===== src/sv/bfsp_pkg.sv =====
package bfsp_pkg;

	// default sizes, used as the defaults of the top level parameters
	localparam int MAX_VERTICES_DEF = 64;
	localparam int MAX_EDGES_DEF    = 256;
	localparam int WEIGHT_BITS_DEF  = 16;

	// fixed field widths
	localparam int VIDX_W     = 6;
	localparam int VCNT_W     = 7;
	localparam int DIST_W     = 32;
	localparam int CFG_DATA_W = 7;

	localparam logic [DIST_W-1:0] INF_DIST = 32'h7FFF_FFFF;
	localparam logic [DIST_W-1:0] MIN_DIST = 32'h8000_0000;
	localparam logic [VCNT_W-1:0] VCNT_RESET = 7'd64;
	localparam logic [VIDX_W-1:0] SRC_RESET  = 6'd0;

	// configuration register indexes
	typedef enum logic {
		REG_VERTEX_COUNT  = 1'b0,
		REG_SOURCE_VERTEX = 1'b1
	} cfg_reg_t;

	typedef enum logic [2:0] {
		ST_IDLE,
		ST_INIT,
		ST_EDGE_RD,
		ST_DIST_RD,
		ST_RELAX,
		ST_OUT_RD,
		ST_OUT_EMIT
	} state_t;

	// controller to datapath commands
	typedef struct packed {
		logic load;
		logic init;
		logic edge_rd;
		logic relax;
		logic next_edge;
		logic next_pass;
		logic out_rd;
		logic emit;
		logic next_vertex;
		logic finish;
	} cmd_t;

	// datapath to controller status
	typedef struct packed {
		logic edge_last;
		logic check_pass;
		logic vertex_last;
	} status_t;

endpackage


===== src/sv/bfsp_ctrl.sv =====
module bfsp_ctrl
	import bfsp_pkg::*;
(
	input  logic    clk,
	input  logic    arst_n,
	input  logic    start,
	input  logic    last_edge,
	input  status_t status,
	output cmd_t    cmd,
	output logic    busy
);

	state_t state_q;
	state_t state_d;

	// state register
	always_ff @(posedge clk or negedge arst_n) begin
		if (!arst_n) begin
			state_q <= ST_IDLE;
		end else begin
			state_q <= state_d;
		end
	end

	// next state and commands
	always_comb begin
		state_d = state_q;
		cmd     = '0;
		case (state_q)
			ST_IDLE: begin
				if (start) begin
					cmd.load = 1'b1;
					if (last_edge) begin
						state_d = ST_INIT;
					end
				end
			end
			ST_INIT: begin
				cmd.init = 1'b1;
				state_d  = ST_EDGE_RD;
			end
			ST_EDGE_RD: begin
				cmd.edge_rd = 1'b1;
				state_d     = ST_DIST_RD;
			end
			ST_DIST_RD: begin
				state_d = ST_RELAX;
			end
			ST_RELAX: begin
				cmd.relax = 1'b1;
				if (status.edge_last) begin
					if (status.check_pass) begin
						state_d = ST_OUT_RD;
					end else begin
						cmd.next_pass = 1'b1;
						state_d       = ST_EDGE_RD;
					end
				end else begin
					cmd.next_edge = 1'b1;
					state_d       = ST_EDGE_RD;
				end
			end
			ST_OUT_RD: begin
				cmd.out_rd = 1'b1;
				state_d    = ST_OUT_EMIT;
			end
			ST_OUT_EMIT: begin
				cmd.emit = 1'b1;
				if (status.vertex_last) begin
					cmd.finish = 1'b1;
					state_d    = ST_IDLE;
				end else begin
					cmd.next_vertex = 1'b1;
					state_d         = ST_OUT_RD;
				end
			end
			default: begin
				state_d = ST_IDLE;
			end
		endcase
	end

	assign busy = (state_q != ST_IDLE);

endmodule


===== config.mk =====
export PLATFORM = sky130hd
export DESIGN_NAME = bfsp_ctrl
export DESIGN_NICKNAME = d
export VERILOG_FILES = /design/src/sv/bfsp_pkg.sv /design/src/sv/bfsp_ctrl.sv
export SDC_FILE = /design/constraint.sdc
export NUM_CORES = 1
export LEC_CHECK = 0
export ABC_AREA = 0
export BUFFER_PORTS_ARGS = -buffer_cell sky130_fd_sc_hd__buf_4
export CAP_MARGIN = 20
export CORE_AREA = 2 2 39 41
export DETAILED_ROUTE_END_ITERATION = 7
export DIE_AREA = 0 0 41 43
export GPL_ROUTABILITY_DRIVEN = 0
export PLACE_DENSITY = 0.51
export SLEW_MARGIN = 25
export SYNTH_ARGS = -nofsm -noshare
export SYNTH_HDL_FRONTEND = slang
export SYNTH_SLANG_ARGS = --single-unit

===== constraint.sdc =====
create_clock -name clk -period 1.5 [get_ports clk]
set_input_delay 0 -clock clk [delete_from_list [all_inputs] [get_ports clk]]
set_output_delay 0 -clock clk [all_outputs]
set_load 0.02 [all_outputs]

==> results.txt <==
Synth cell types: 22
I/O pins: 18
largest registers: state_q x3
Final min period: 1410 ps
CP Class: reg -> out
Final Instance Count excl. Fillers: 71
setup_tns: 0 ps
htree depth: 1
DP Wirelength: 470 um
most used routing layer: met2
Most flops, register: state_q
clock buffer depth: 2
Pleak: 0.255 nW
ys async rst share: 100%
initial antenna violation count: 0
Total GRT Usage: 9.36%
placed cell count: 59
final-report hold violation count: 0
Die Wd: 41 um
reg-to-reg slack, setup: 330 ps
Rel. slew slack: 83.0%
area of the mapped netlist: 272 sq um
fin util: 35.4%
Cells after Synth: 29
RR Endpoint: state_q[2]
hold_ws: 80.0 ps
Core Region: 0.00138 sq mm
global-route met1 utilization: 9.39%
min-delay worst type: in -> reg
Detail Route Antenna Nets: 0
CTS tree: done
met2 GRT Util: 12.5%
number of synthesized register bits: 3
origin of the critical flop-to-flop path: state_q[2]
routed length per placed instance: 10.5 um
met3 Use GR: 6.28%
maxcap violations: 0
cell taking the most area after synthesis: dfrtp_1
fin crit share: 93.7%
Post-synth EDFFs: 0
Max FO, Critical Path: 8
final WL: 745 um
min-delay src: status[0]
Reg clk slew, reported paths: 40 ps
net count after synthesis: 36
Sink Count: 3
Worst Path Required: 1500 ps
n_diodes: 0
first drt pass iteration count: 2
Final setup viols: 0
crit start category: flop
Yosys warning count: 0
initial core utilization: 19.6%
port bufs: 17
Arr. time, crit path: 1410 ps
syn_area_per_cell: 9.36 sq um
Cell Rows: 14
DRC: 0
vias in the first global route: 251
worst vdd ir: 0.467 mV
outcome: complete, no violations
die area: 0.00176 sq mm
actual slew at the worst max-slew pin: 253 ps
kind of end point of the critical path: primary output
RSZ-0062 raised after global routing: no
max reg flops: 3
pin count of the biggest net entering global routing: 15
fmax: 711 MHz
main flop type after synthesis: dfrtp_1
post-synthesis sequential area ratio: 27.6%
Clock Latency Late Sink: 230 ps
clock skew: 1.95 ps
hold path endpoint: state_q[0]
CTS root buffer: clkbuf_4
ranking of synthesized cells by area: dfrtp_1 (28%), and3b_1 (6.5%), nor3b_1 (5.5%)
layout cells sized above 1: 60.0%
Die Y: 43 um
worst hold path depth: 3
via-per-instance ratio: 4.37
Final nets: 63
Slew Limit Fails: 0
pwr dens: 1940 mW/mm^2
number of CTS-inserted buffers: 3
Worst R2R Path Depth: 3
global-route wire length before repair: 1020 um
total power: 0.954 mW
total grt overflow: 0
P&R area growth vs syn: 80.6%
drt initial violations: 3
DR vias: 310
Synth top area share: 27.6%
layer usage:
| layer | vias to the layer above | part of all wire [%] |
|---|---|---|
| met3 | 0 | 3.8 |
| li1 | 160 | - |
| met4 | 0 | 0 |
| met5 | - | 0 |
| met1 | 143 | 44 |
| met2 | 7 | 52 |
cell type report:
class	instances	area (sq um)
repair buffers	25	190
well taps	16	20.0
fillers	149	893
inverters	2	7.51
clock buffers	4	26.3
flip-flops and latches	3	78.8
multi-input cells	21	168
worst max-delay path: stages (launching register included):
cell	delay, ps
dfrtp_2	440
or3b_4	420
nor3b_2	160
buf_4	160
placed cells by master (no fill, tap or decap), drive strengths merged, types with 2 or more instances in the layout:
cell type,instances
clkbuf,4
and3b,2
nor3b,3
buf,24
nor2,2
inv,2
dfrtp,3
cell families (layout without fill, tap and decap cells):
kind of cell | Yosys count | in the layout | share of synthesized area (%)
simple gates | 14 | 14 | 41.5
flops | 3 | 3 | 27.6
compound gates | 6 | 6 | 17.1
buf+inv | 5 | 31 | 10.6
xor+xnor | 1 | 1 | 3.23
cells in the mapped netlist (all sizes together) (2+ instances only):
library cell	n
nor2	2
dfrtp	3
nor3b	3
buf	3
and3b	2
inv	2
report_power, final:
part	leakage, nW	internal (mW)	switching [mW]
logic	0.207	0.338	0.277
clock network	0.0150	0.0998	0.0429
registers	0.0331	0.129	0.0670
total	0.255	0.567	0.387
worst max path at each step:
stage / slack, ps / end / from / depth (start not counted)
after floorplan: 160 / cmd[9] / state_q[1] / 3
final: 90 / cmd[4] / state_q[0] / 3
after CTS: 20 / cmd[4] / state_q[0] / 3
after global routing: 30 / cmd[4] / state_q[0] / 3
after global placement: 250 / cmd[4] / state_q[2] / 3
after detailed placement: 230 / cmd[4] / state_q[2] / 3
repair_timing:
item,CTS,global route
gates resized for setup,2,1
setup buffers,0,7
hold buffers,1,0
endpoints found under the setup margin,1,1
hold endpoints to repair,3,0
pin swaps,0,0
stage by stage:
| step | worst slack, ps | instance area [sq um] |
|---|---|---|
| 4_1_cts | 22.0 | 437 |
| 3_5_place_dp | 230 | 398 |
| 5_1_grt | 28.0 | 490 |
| 6_report | 94.1 | 490 |
| 3_3_place_gp | 246 | 398 |
| 2_1_floorplan | 164 | 272 |
Power figures use the tool's default switching activity.
